## src/rtl/psll_pkg.sv

```systemverilog
// Package for the pooled singly linked list: sizes, codes, memory port structs.
// Used by the interfaces, the sequencer and the top level.
package psll_pkg;

    localparam int POOL_NODES = 1024;
    localparam int DEPTH      = POOL_NODES + 1;
    localparam int IDX_W      = $clog2(DEPTH);
    localparam int ALLOC_W    = $clog2(POOL_NODES + 2);
    localparam int MODE_W     = 3;
    localparam int POS_W      = 11;
    localparam int DATA_W     = 32;
    localparam int STATUS_W   = 2;

    typedef logic [IDX_W-1:0]   t_idx;
    typedef logic [ALLOC_W-1:0] t_alloc;
    typedef logic [POS_W-1:0]   t_pos;
    typedef logic [DATA_W-1:0]  t_data;

    typedef enum logic [MODE_W-1:0] {
        MODE_INS_FIRST = 3'd0,
        MODE_INS_AT    = 3'd1,
        MODE_INS_LAST  = 3'd2,
        MODE_DEL_FIRST = 3'd3,
        MODE_DEL_AT    = 3'd4,
        MODE_DEL_LAST  = 3'd5,
        MODE_READ      = 3'd6
    } t_mode;

    typedef enum logic [STATUS_W-1:0] {
        ST_DONE   = 2'd0,
        ST_BEYOND = 2'd1,
        ST_FULL   = 2'd2,
        ST_EMPTY  = 2'd3
    } t_status;

    // Link memory port: one write and one read address per cycle.
    typedef struct packed {
        logic we;
        t_idx waddr;
        t_idx wdata;
        t_idx raddr;
    } t_link_port;

    // Value memory port.
    typedef struct packed {
        logic  we;
        t_idx  waddr;
        t_data wdata;
        t_idx  raddr;
    } t_val_port;

endpackage

```

## src/rtl/psll_in_if.sv

```systemverilog
// Request channel of the pooled singly linked list: valid/ready plus payload.
// Depends on psll_pkg for field widths.
interface psll_in_if;
    logic                                    valid;
    logic                                    ready;
    logic [psll_pkg::MODE_W-1:0]             mode;
    logic [psll_pkg::POS_W-1:0]              position;
    logic signed [psll_pkg::DATA_W-1:0]      value;

    modport source (output valid, output mode, output position, output value, input ready);
    modport sink   (input valid, input mode, input position, input value, output ready);
endinterface

```

## src/rtl/psll_out_if.sv

```systemverilog
// Result channel of the pooled singly linked list: valid/ready plus payload.
// Depends on psll_pkg for field widths.
interface psll_out_if;
    logic                                    valid;
    logic                                    ready;
    logic [psll_pkg::STATUS_W-1:0]           status;
    logic signed [psll_pkg::DATA_W-1:0]      read_value;

    modport source (output valid, output status, output read_value, input ready);
    modport sink   (input valid, input status, input read_value, output ready);
endinterface

```

## src/rtl/psll_ctrl.sv

```systemverilog
// Sequencer of the pooled singly linked list: link walk, node updates, result register.
// Depends on psll_pkg, psll_in_if and psll_out_if; drives the two node memories.
module psll_ctrl (
    input  logic                 i_clk,
    input  logic                 i_rst_n,
    psll_in_if.sink              i_req,
    psll_out_if.source           o_rsp,
    output psll_pkg::t_link_port o_link,
    input  psll_pkg::t_idx       i_link_q,
    output psll_pkg::t_val_port  o_val,
    input  psll_pkg::t_data      i_val_q
);

    typedef enum logic [2:0] {
        S_IDLE,
        S_WALK,
        S_LINK,
        S_DEL,
        S_RDV,
        S_EMIT
    } t_state;

    t_state                       r_state;
    logic [psll_pkg::MODE_W-1:0]  r_mode;
    psll_pkg::t_pos               r_rem;
    psll_pkg::t_idx               r_cur;
    psll_pkg::t_idx               r_prev;
    psll_pkg::t_idx               r_nd;
    psll_pkg::t_idx               r_head;
    psll_pkg::t_alloc             r_alloc;
    psll_pkg::t_data              r_value;
    psll_pkg::t_status            r_status;
    psll_pkg::t_data              r_rd;
    logic                         r_out_valid;
    psll_pkg::t_status            r_out_status;
    psll_pkg::t_data              r_out_rd;

    psll_pkg::t_idx               w_nx;
    psll_pkg::t_idx               w_new;
    logic                         w_full;
    logic                         w_to_end;
    logic                         w_walk_end;
    logic                         w_slot_free;

    // Successor of the current node: head register for the sentinel, memory otherwise.
    assign w_nx        = (r_cur == '0) ? r_head : i_link_q;
    assign w_new       = r_alloc[psll_pkg::IDX_W-1:0];
    assign w_full      = r_alloc > psll_pkg::t_alloc'(psll_pkg::POOL_NODES);
    assign w_to_end    = (r_mode == psll_pkg::MODE_INS_LAST) ||
                         (r_mode == psll_pkg::MODE_DEL_LAST);
    assign w_walk_end  = w_to_end ? (w_nx == '0) : (r_rem == '0);
    assign w_slot_free = !r_out_valid || o_rsp.ready;

    assign i_req.ready      = (r_state == S_IDLE);
    assign o_rsp.valid      = r_out_valid;
    assign o_rsp.status     = r_out_status;
    assign o_rsp.read_value = r_out_rd;

    // Memory ports; read addresses always follow the successor so the walk
    // issues the next read in the cycle it learns the next node.
    always_comb begin
        o_link       = '0;
        o_val        = '0;
        o_link.raddr = w_nx;
        o_val.raddr  = w_nx;
        case (r_state)
            S_WALK: begin
                if (w_walk_end) begin
                    case (r_mode) inside
                        psll_pkg::MODE_INS_FIRST, psll_pkg::MODE_INS_AT,
                        psll_pkg::MODE_INS_LAST: begin
                            if (!w_full) begin
                                o_val.we     = 1'b1;
                                o_val.waddr  = w_new;
                                o_val.wdata  = r_value;
                                o_link.we    = 1'b1;
                                o_link.waddr = w_new;
                                o_link.wdata = w_nx;
                            end
                        end
                        psll_pkg::MODE_DEL_LAST: begin
                            if (r_prev != '0) begin
                                o_link.we    = 1'b1;
                                o_link.waddr = r_prev;
                                o_link.wdata = '0;
                            end
                        end
                        default: ;
                    endcase
                end
            end
            S_LINK: begin
                o_link.we    = 1'b1;
                o_link.waddr = r_cur;
                o_link.wdata = r_nd;
            end
            S_DEL: begin
                if (r_cur != '0) begin
                    o_link.we    = 1'b1;
                    o_link.waddr = r_cur;
                    o_link.wdata = i_link_q;
                end
            end
            default: ;
        endcase
    end

    always_ff @(posedge i_clk) begin
        if (!i_rst_n) begin
            r_state     <= S_IDLE;
            r_head      <= '0;
            r_alloc     <= psll_pkg::t_alloc'(1);
            r_out_valid <= 1'b0;
        end else begin
            if (r_out_valid && o_rsp.ready) begin
                r_out_valid <= 1'b0;
            end
            unique case (r_state)
                S_IDLE: begin
                    if (i_req.valid) begin
                        r_mode  <= i_req.mode;
                        r_value <= i_req.value;
                        r_cur   <= '0;
                        r_prev  <= '0;
                        r_rd    <= '0;
                        if (((i_req.mode == psll_pkg::MODE_INS_AT) ||
                             (i_req.mode == psll_pkg::MODE_DEL_AT) ||
                             (i_req.mode == psll_pkg::MODE_READ)) &&
                            (i_req.position > psll_pkg::t_pos'(1))) begin
                            r_rem <= i_req.position - 1'b1;
                        end else begin
                            r_rem <= '0;
                        end
                        unique case (i_req.mode) inside
                            psll_pkg::MODE_INS_FIRST, psll_pkg::MODE_INS_AT,
                            psll_pkg::MODE_INS_LAST: begin
                                r_state <= S_WALK;
                            end
                            psll_pkg::MODE_DEL_FIRST, psll_pkg::MODE_DEL_AT,
                            psll_pkg::MODE_DEL_LAST, psll_pkg::MODE_READ: begin
                                if (r_head == '0) begin
                                    r_status <= psll_pkg::ST_EMPTY;
                                    r_state  <= S_EMIT;
                                end else begin
                                    r_state  <= S_WALK;
                                end
                            end
                            default: begin
                                r_status <= psll_pkg::ST_DONE;
                                r_state  <= S_EMIT;
                            end
                        endcase
                    end
                end
                S_WALK: begin
                    if (w_walk_end) begin
                        unique case (r_mode) inside
                            psll_pkg::MODE_INS_FIRST, psll_pkg::MODE_INS_AT,
                            psll_pkg::MODE_INS_LAST: begin
                                if (w_full) begin
                                    r_status <= psll_pkg::ST_FULL;
                                    r_state  <= S_EMIT;
                                end else begin
                                    r_alloc <= r_alloc + 1'b1;
                                    if (r_cur == '0) begin
                                        r_head   <= w_new;
                                        r_status <= psll_pkg::ST_DONE;
                                        r_state  <= S_EMIT;
                                    end else begin
                                        r_nd    <= w_new;
                                        r_state <= S_LINK;
                                    end
                                end
                            end
                            psll_pkg::MODE_DEL_FIRST, psll_pkg::MODE_DEL_AT: begin
                                if (w_nx == '0) begin
                                    r_status <= psll_pkg::ST_BEYOND;
                                    r_state  <= S_EMIT;
                                end else begin
                                    r_nd    <= w_nx;
                                    r_state <= S_DEL;
                                end
                            end
                            psll_pkg::MODE_DEL_LAST: begin
                                if (r_prev == '0) begin
                                    r_head <= '0;
                                end
                                r_status <= psll_pkg::ST_DONE;
                                r_state  <= S_EMIT;
                            end
                            psll_pkg::MODE_READ: begin
                                if (w_nx == '0) begin
                                    r_status <= psll_pkg::ST_BEYOND;
                                    r_state  <= S_EMIT;
                                end else begin
                                    r_state <= S_RDV;
                                end
                            end
                            default: begin
                                r_status <= psll_pkg::ST_DONE;
                                r_state  <= S_EMIT;
                            end
                        endcase
                    end else if (w_nx == '0) begin
                        // ran off the list before reaching the position
                        r_status <= psll_pkg::ST_BEYOND;
                        r_state  <= S_EMIT;
                    end else begin
                        r_prev <= r_cur;
                        r_cur  <= w_nx;
                        r_rem  <= r_rem - 1'b1;
                    end
                end
                S_LINK: begin
                    r_status <= psll_pkg::ST_DONE;
                    r_state  <= S_EMIT;
                end
                S_DEL: begin
                    if (r_cur == '0) begin
                        r_head <= i_link_q;
                    end
                    r_status <= psll_pkg::ST_DONE;
                    r_state  <= S_EMIT;
                end
                S_RDV: begin
                    r_rd     <= i_val_q;
                    r_status <= psll_pkg::ST_DONE;
                    r_state  <= S_EMIT;
                end
                S_EMIT: begin
                    if (w_slot_free) begin
                        r_out_valid  <= 1'b1;
                        r_out_status <= r_status;
                        r_out_rd     <= r_rd;
                        r_state      <= S_IDLE;
                    end
                end
                default: r_state <= S_IDLE;
            endcase
        end
    end

`ifndef SYNTHESIS
    a_alloc_range: assert property (@(posedge i_clk) disable iff (!i_rst_n)
        (r_alloc >= psll_pkg::t_alloc'(1)) &&
        (r_alloc <= psll_pkg::t_alloc'(psll_pkg::POOL_NODES + 1)))
        else $error("allocation count out of range");

    a_walk_allocated: assert property (@(posedge i_clk) disable iff (!i_rst_n)
        (r_state == S_WALK && r_cur != '0) |-> (psll_pkg::t_alloc'(r_cur) < r_alloc))
        else $error("walk reached a node that was never allocated");

    a_head_allocated: assert property (@(posedge i_clk) disable iff (!i_rst_n)
        (r_head != '0) |-> (psll_pkg::t_alloc'(r_head) < r_alloc))
        else $error("head points at an unallocated node");

    a_link_write_addr: assert property (@(posedge i_clk) disable iff (!i_rst_n)
        o_link.we |-> (psll_pkg::t_alloc'(o_link.waddr) <= r_alloc) &&
                      (o_link.waddr != '0))
        else $error("link write outside the allocated nodes");

    a_emit_loads: assert property (@(posedge i_clk) disable iff (!i_rst_n)
        (r_state == S_EMIT && w_slot_free) |=> (r_out_valid && r_state == S_IDLE))
        else $error("finished request did not reach the result register");
`endif

endmodule

```

## src/flat_wrapper.sv

```systemverilog
// flat-port wrapper written by rule: the top's interface ports become plain ports
module psll_ctrl_flat 
  (i_clk, i_rst_n, o_link, i_link_q, o_val, i_val_q, i_req_valid, i_req_mode, i_req_position, i_req_value, i_req_ready, o_rsp_valid, o_rsp_status, o_rsp_read_value, o_rsp_ready);
  psll_in_if i_req_i ();
  psll_out_if o_rsp_i ();
  input  logic i_clk;
  input  logic i_rst_n;
  output psll_pkg::t_link_port o_link;
  input  psll_pkg::t_idx i_link_q;
  output psll_pkg::t_val_port o_val;
  input  psll_pkg::t_data i_val_q;
  input wire logic [$bits(i_req_i.valid)-1:0] i_req_valid;
  input wire logic [$bits(i_req_i.mode)-1:0] i_req_mode;
  input wire logic [$bits(i_req_i.position)-1:0] i_req_position;
  input wire logic [$bits(i_req_i.value)-1:0] i_req_value;
  output wire logic [$bits(i_req_i.ready)-1:0] i_req_ready;
  output wire logic [$bits(o_rsp_i.valid)-1:0] o_rsp_valid;
  output wire logic [$bits(o_rsp_i.status)-1:0] o_rsp_status;
  output wire logic [$bits(o_rsp_i.read_value)-1:0] o_rsp_read_value;
  input wire logic [$bits(o_rsp_i.ready)-1:0] o_rsp_ready;
  assign i_req_i.valid = i_req_valid;
  assign i_req_i.mode = i_req_mode;
  assign i_req_i.position = i_req_position;
  assign i_req_i.value = i_req_value;
  assign i_req_ready = i_req_i.ready;
  assign o_rsp_valid = o_rsp_i.valid;
  assign o_rsp_status = o_rsp_i.status;
  assign o_rsp_read_value = o_rsp_i.read_value;
  assign o_rsp_i.ready = o_rsp_ready;
  psll_ctrl u_core (.i_clk(i_clk), .i_rst_n(i_rst_n), .i_req(i_req_i), .o_rsp(o_rsp_i), .o_link(o_link), .i_link_q(i_link_q), .o_val(o_val), .i_val_q(i_val_q));
endmodule
```

## config.mk

```make
export PLATFORM = sky130hd
export DESIGN_NAME = psll_ctrl_flat
export DESIGN_NICKNAME = d
export VERILOG_FILES = /design/src/rtl/psll_pkg.sv /design/src/rtl/psll_in_if.sv /design/src/rtl/psll_out_if.sv /design/src/rtl/psll_ctrl.sv /design/src/flat_wrapper.sv
export SDC_FILE = /design/constraint.sdc
export NUM_CORES = 1
export LEC_CHECK = 0
export BUFFER_PORTS_ARGS = -buffer_cell sky130_fd_sc_hd__buf_2
export CAP_MARGIN = 30
export CELL_PAD_IN_SITES_DETAIL_PLACEMENT = 1
export CELL_PAD_IN_SITES_GLOBAL_PLACEMENT = 2
export CORE_AREA = 4 4 178 137
export CTS_CLUSTER_DIAMETER = 60
export CTS_CLUSTER_SIZE = 10
export DETAILED_ROUTE_END_ITERATION = 7
export DIE_AREA = 0 0 182 141
export PLACE_DENSITY_LB_ADDON = 0.1
export SLEW_MARGIN = 20
export SYNTH_ARGS = -nofsm -noshare
export SYNTH_HDL_FRONTEND = slang
export SYNTH_SLANG_ARGS = --single-unit
export TNS_END_PERCENT = 30
```

## constraint.sdc

```tcl
create_clock -name i_clk -period 12.15 [get_ports i_clk]
set_input_delay 2.43 -clock i_clk [delete_from_list [all_inputs] [get_ports i_clk]]
set_output_delay 2.43 -clock i_clk [all_outputs]
set_load 0.005 [all_outputs]
```

==> run_results.csv, run 1 <==
group,metric,value,unit
critical_path,cpMostUsedCell,"buf_2",
cts,cts_tree,"yes",
placement,gp_congestion,0.868,
yosys,yosysUniqueCellTypes,63,
critical_path,r2r_slack,8.47,ns
grt,grt_max_degree,46,
critical_path,start_kind,"input pin",
detailed_routing,drc_errors,0,
timing,fmax,130,MHz
yosys,synth.area.top_cells,"edfxtp_1 (55%), dfxtp_1 (6.5%), and2_1 (5.6%)",
power,power_density,147,nW/um2
cts,post_cts.repair.setup_buffers,0,
timing,maxSlewHeadroom,37.6,%
yosys,ys_seq_elements,173,
grt,grt_usage,19.2,%
worst_hold_path,hold_depth,0,
power,pwr-share-seq,50.5,%
timing,report.final.setup_viol,0,
detailed_routing,dr.pass1.iters,4,
layout,final_common_cell,"buf_2",
power,p_switching,396,uW
critical_path,required,9.72,ns
cts,hold_buffers,0,
detailed_routing,wl_per_cell,21.1,um
layout,final_area,9990,um2
yosys,yosys_most_used_dff,"edfxtp_1",
worst_hold_path,worstHoldPathType,"reg2reg",
yosys,syn_area,8030,um2
yosys,yosysSeqAreaShare,61.4,%
flow_run,cap_violations,0,
critical_path,worstPathCellList,"buf_2 > nor4_1 > nand3_1 > mux2_2 > o21a_4 > or4_1 > inv_2 > and2_1 > buf_2",
grt,grt_pass1_vias,6364,
critical_path,r2r_start,"u_core.r_state[1]$_SDFFE_PN0P_",
placement,place.port_buffers,217,
critical_path,rr_endpoint,"u_core.r_alloc[9]$_SDFFE_PN0P_",
detailed_routing,via_count,6190,
yosys,yosys.area.top_type,"edfxtp_1",
cts,cts.sinks,173,
worst_hold_path,hp-start,"u_core.r_rd[23]$_SDFFCE_PP0P_",
detailed_routing,via_per_inst,5.23,
critical_path,cp_max_fo,38,
timing,finalCritPeriodShare,63.1,%
layout,layout_common_cells,"buf_2 (217), edfxtp_1 (147), and2_1 (72), nand2_1 (47), nor2_1 (35)",
power,clockPowerShare,38.2,%
cts,cts_inserted_buffers,17,
layout,multi_input_area,2770,um2
worst_hold_path,hold-path-endpoint,"u_core.o_rsp.read_value[23]$_DFFE_PP_",
detailed_routing,ant_nets,0,
cts,post_cts_resized,0,
layout,syn_to_final_growth,24.4,%
yosys,synth_top_area_share,54.9,%
power,intPower,1.07,mW
layout,register_area,4930,um2
cts,clk_path_buf_depth,2,
layout,n_fill_cell,2478,
power,p_sw_share,27.0,%
cts,htree_levels,4,
die,rows,48,
layout,finalNetCount,969,
critical_path,path_class,"in2out",
yosys,synth_edf_count,147,
timing,slew_viol_final,0,
die,floorplan.io_pins,218,
die,die_x,182,um
layout,fin_util,44.1,%
yosys,syn_inst,675,
power,leakagePower,4.18,nW
grt,grt_pass1_wl,38100,um
timing,finalHoldViolations,0,
yosys,syn_nets,773,
yosys,async_flop_share,0,%
cts,cts_root_buf,"clkbuf_16",
yosys,ys_warn_count,0,
power,power_frac_comb,11.3,%
timing,rsz0062_at_grt,"false",
timing,period_needed,7.67,ns
detailed_routing,drt_wl_total,24900,um
grt,grt_util_met1,27.7,%
grt,overflow,0,
placement,dp_hpwl,18400,um
cts,clock_latency,0.43,ns
die,die_h,141,um
yosys,syn_area_per_cell,11.9,um2
cts,clkSlewWorstSetupHoldPaths,0.07,ns
detailed_routing,drt_iter0_drc,487,
die,die_area,25700,um2
die,initial_core_util,35.5,%
layout,layout-drive-gt1-share,31.9,%
grt,top_usage_layer,"met2",
die,coreArea,22600,um2
power,peakVddDrop,94.0,uV
critical_path,crit_arrival,5.24,ns
critical_path,end_kind,"output pin",
grt,grtUsageMet2,29.7,%
placement,dpl_cell_area,9360,um2
critical_path,critical-path-slowest-cell,"or4_1",
timing,tightestPinTransition,0.934,ns
critical_path,reg2reg_depth,6,
grt,use_met3,3.97,%
run_status,status,"finished, final reports clean",
critical_path,max_stage_delay,0.72,ns
timing,finalSetupTns,0,ns
layout,antenna_cells,0,
timing,fin_worst_skew,0.0116,ns
grt,antenna_found_initial,0,
[power groups by stage]
stage,Sequential [mW],Clock [mW],Combinational [mW]
6_report,0.741,0.560,0.166
5_1_grt,0.746,0.605,0.184
4_1_cts,0.742,0.575,0.167
3_5_place_dp,0.755,0,0.166
3_3_place_gp,0.752,0,0.158
2_1_floorplan,0.746,0,0.101
[through the flow]
stage          std cells  power, mW  hold slack (ns)  worst slack (ns)
3_3_place_gp        1148      0.910            0.400              4.65
5_1_grt             1184       1.54            0.435              4.29
3_5_place_dp        1150      0.921            0.406              4.44
2_1_floorplan        675      0.847            0.400              3.19
4_1_cts             1182       1.48            0.422              4.44
6_report            1184       1.47            0.418              4.48
[synth_stat cells, types with 3 or more instances]
library cell    n
nand3_1        13
nand3b_1        4
nor4b_1         4
o21ai_0        25
ha_1            5
and2_1         72
xor2_1          8
a22o_1          8
nor3b_1         3
edfxtp_1      147
nor2_1         36
a22oi_1        24
inv_1          24
a21oi_1        12
nand2_1        47
buf_6           3
buf_2           4
nor4_1         14
buf_4          11
o21ai_1         4
nand4_1        12
o211a_1         4
xnor2_1        11
nor2b_1         7
o211ai_1        3
dfxtp_1        26
nor3_1         12
mux2i_1        18
o22ai_1        12
clkbuf_1       33
or3_1           5
and3_1         14
mux2_2          7
nand2b_1        8
[cells by family (layout without fill, tap and decap cells)]
family / count (synthesis) / in the layout / synth area share, %
simple gates: 263 / 263 / 18.5
flops: 173 / 173 / 61.4
fa+ha+maj: 5 / 5 / 0.779
compound gates: 111 / 111 / 9.50
buf+inv: 79 / 288 / 4.55
xor+xnor: 19 / 19 / 2.07
mux: 25 / 25 / 3.22
[flip-flops by register name (all words and copies together) (netlist names)]
name,count
u_core.r_head,11
u_core.r_value,32
u_core.r_nd,11
u_core.o_rsp.read_value,32
u_core.r_cur,11
u_core.r_state,3
u_core.r_rd,32
u_core.o_rsp.status,2
u_core.r_alloc,11
u_core.r_rem,11
u_core.r_status,2
u_core.o_rsp.valid,1
u_core.r_prev,11
u_core.r_mode,3
[layout make-up]
type / instances / area share [%]
Clock buffer: 18 / 4.30
Clock inverter: 14 / 1.73
Inverter: 26 / 0.977
Multi-Input combinational cell: 423 / 27.7
Sequential cell: 173 / 49.4
Tap cell: 300 / 3.76
Timing Repair Buffer: 230 / 12.1
[worst max-delay path by stage]
| stage | start | to | slack [ns] | cells after the start |
|---|---|---|---|---|
| final | i_link_q[3] | o_val[34] | 4.48 | 9 |
| after global routing | i_link_q[3] | o_val[34] | 4.29 | 9 |
| after CTS | i_link_q[3] | o_val[34] | 4.44 | 9 |
| after detailed placement | i_link_q[3] | o_val[34] | 4.44 | 9 |
| after global placement | i_link_q[3] | o_val[46] | 4.65 | 9 |
| after floorplan | i_link_q[7] | u_core.r_cur[0]$_SDFFCE_PN0P_ | 3.19 | 6 |
[worst max-delay path: cells and delay by family]
kind	cells	cell delay, ns
AOI/OAI and AO/OA	1	0.27
muxes	1	0.42
and+or+nand+nor	4	1.42
buffers and inverters	3	0.68
[metal layers]
metal / vias up / part of all wire (%)
met3: 25 / 5.9
met1: 3086 / 47
li1: 2865 / -
met2: 214 / 46
met5: - / 0
met4: 0 / 1.5
(Power assumes the default switching activity.)
==> run 2, diff against run 1 <==
--- a/config.mk
+++ b/config.mk
@@ -9,11 +9,11 @@
 export CAP_MARGIN = 30
 export CELL_PAD_IN_SITES_DETAIL_PLACEMENT = 1
 export CELL_PAD_IN_SITES_GLOBAL_PLACEMENT = 2
-export CORE_AREA = 4 4 178 137
+export CORE_AREA = 4 4 183 141
 export CTS_CLUSTER_DIAMETER = 60
 export CTS_CLUSTER_SIZE = 10
 export DETAILED_ROUTE_END_ITERATION = 7
-export DIE_AREA = 0 0 182 141
+export DIE_AREA = 0 0 187 145
 export PLACE_DENSITY_LB_ADDON = 0.1
 export SLEW_MARGIN = 20
 export SYNTH_ARGS = -nofsm -noshare
==> constraint.sdc (replaced) <==
create_clock -name i_clk -period 7.7 [get_ports i_clk]
set_input_delay 1.54 -clock i_clk [delete_from_list [all_inputs] [get_ports i_clk]]
set_output_delay 1.54 -clock i_clk [all_outputs]
set_load 0.005 [all_outputs]
==> run 2 against run 1 <==
  * Count of clock-buffer cells in the layout down 1
  * Sequential share of layout area shrank 0.12 points
  * Sequential power rose by 58%
  * Global-route usage is 0.54 points lower
  * Utilization shrank 2.0 points
  * Die area increased by 5.7%
  * Power rose by 58%
  * Cell count increased by 0.68%
  * Combinational power is 58% higher
  * Cell area grew 0.24%
  * Highest routed layer unchanged
==> run_results.csv, run 2 (same netlist as run 1, synthesis figures left out) <==
group,metric,value,unit
power,leakagePower,4.18,nW
timing,fmax,168,MHz
cts,hold_buffers,0,
timing,finalHoldViolations,0,
flow_run,cap_violations,0,
timing,maxSlewHeadroom,35.6,%
run_status,status,"finished, final reports clean",
power,power_frac_comb,11.3,%
grt,grt_max_degree,46,
layout,syn_to_final_growth,24.7,%
power,peakVddDrop,151,uV
critical_path,start_kind,"input pin",
detailed_routing,via_per_inst,5.16,
worst_hold_path,worstHoldPathType,"reg2reg",
power,pwr-share-seq,50.4,%
timing,fin_worst_skew,0.0124,ns
cts,post_cts.repair.setup_buffers,0,
layout,layout_common_cells,"buf_2 (217), edfxtp_1 (147), and2_1 (72), nand2_1 (47), nor2_1 (35)",
worst_hold_path,hold_depth,0,
die,die_h,145,um
die,rows,49,
layout,antenna_cells,0,
layout,finalNetCount,971,
power,power_density,232,nW/um2
timing,report.final.setup_viol,0,
cts,post_cts_resized,0,
detailed_routing,drc_errors,0,
critical_path,reg2reg_depth,7,
detailed_routing,dr.pass1.iters,4,
power,p_sw_share,27.3,%
power,clockPowerShare,38.3,%
timing,finalCritPeriodShare,77.3,%
cts,htree_levels,4,
detailed_routing,drt_wl_total,25300,um
placement,gp_congestion,0.861,
detailed_routing,via_count,6155,
timing,finalSetupTns,0,ns
critical_path,end_kind,"output pin",
grt,antenna_found_initial,0,
cts,clkSlewWorstSetupHoldPaths,0.07,ns
die,initial_core_util,33.8,%
power,p_switching,634,uW
placement,place.port_buffers,217,
critical_path,path_class,"in2out",
timing,tightestPinTransition,0.965,ns
critical_path,required,6.16,ns
critical_path,cp_max_fo,38,
cts,cts_root_buf,"clkbuf_16",
placement,pre_cts_ws,1.72,ns
grt,overflow,0,
layout,n_fill_cell,2625,
timing,postLayoutSetupSlackWorst,1.74,ns
timing,slew_viol_final,0,
cts,cts.sinks,173,
die,floorplan.io_pins,218,
placement,dp_hpwl,18600,um
cts,clk_path_buf_depth,2,
grt,grt_pass1_vias,6399,
timing,rsz0062_at_grt,"false",
detailed_routing,drt_iter0_drc,439,
detailed_routing,ant_nets,0,
die,die_area,27100,um2
die,die_x,187,um
timing,period_needed,5.96,ns
die,coreArea,23800,um2
grt,grt_usage,18.7,%
cts,clock_latency,0.45,ns
cts,cts_inserted_buffers,17,
detailed_routing,wl_per_cell,21.2,um
layout,layout-drive-gt1-share,32.2,%
power,intPower,1.69,mW
cts,cts_tree,"yes",
critical_path,crit_arrival,4.42,ns
grt,grt_pass1_wl,39300,um
layout,final_common_cell,"buf_2",
-- run 2: changes by cell type in the layout (fill, tap and decap cells not counted) --
cell | previous run | this run
buf_4 | 10 | 11
clkinv_2 | 0 | 1
clkbuf_2 | 0 | 1
clkinv_8 | 2 | 3
inv_6 | 2 | 1
clkinvlp_4 | 1 | 3
clkinv_4 | 2 | 1
clkbuf_1 | 1 | 0
inv_8 | 6 | 5
-- run 2: worst paths after layout --
check | start | slack (ns) | to
hold / removal | u_core.r_rd[28]$_SDFFCE_PP0P_ | 0.42 | u_core.o_rsp.read_value[28]$_DFFE_PP_
setup reg to reg | u_core.r_state[1]$_SDFFE_PN0P_ | 3.85 | u_core.r_alloc[5]$_SDFFE_PN0P_
hold reg to reg | u_core.r_rd[28]$_SDFFCE_PP0P_ | 0.42 | u_core.o_rsp.read_value[28]$_DFFE_PP_
setup / recovery | i_link_q[0] | 1.74 | o_val[30]
-- run 2: final cells by class --
cell class / count / area, um2 / area share [%]
multi-input combinational: 423 / 2770 / 27.7
inverter: 26 / 97.6 / 0.974
sequential: 173 / 4930 / 49.3
timing repair buffer: 232 / 1220 / 12.2
tap: 306 / 383 / 3.82
clock buffer: 17 / 425 / 4.25
clock inverter: 15 / 180 / 1.80
-- run 2: per-stage QoR --
| step | utilization (%) | power [mW] | instances | instance area (um2) | hold slack, ns |
|---|---|---|---|---|---|
| final | 42.1 | 2.32 | 1192 | 10000 | 0.422 |
| after global routing | 42.1 | 2.43 | 1192 | 10000 | 0.427 |
| after CTS | 42.0 | 2.35 | 1190 | 9990 | 0.423 |
| after detailed placement | 39.5 | 1.46 | 1158 | 9390 | 0.405 |
| after global placement | 39.3 | 1.44 | 1156 | 9360 | 0.401 |
| after floorplan | - | 1.33 | 675 | 8040 | 0.400 |
-- run 2: metal layers --
metal | routed length, um | track usage [%]
met5 | 0 | 0
met4 | 412 | 5.95
met3 | 1470 | 4.08
met2 | 11700 | 28.6
met1 | 11800 | 26.5
-- run 2: power groups by stage --
stage / logic (mW) / clock network [mW] / registers, mW
CTS: 0.265 / 0.915 / 1.17
global route: 0.293 / 0.955 / 1.18
finish: 0.262 / 0.890 / 1.17
floorplan: 0.159 / 0 / 1.18
global placement: 0.250 / 0 / 1.19
detailed placement: 0.263 / 0 / 1.19
-- run 2: worst max-delay path, stage by stage --
cell,delay (ns)
buf_2,0.13
nor4_1,0.28
nand3_1,0.16
mux2_2,0.42
o21a_4,0.27
or4_1,0.74
inv_2,0.48
and2_1,0.23
buf_2,0.14
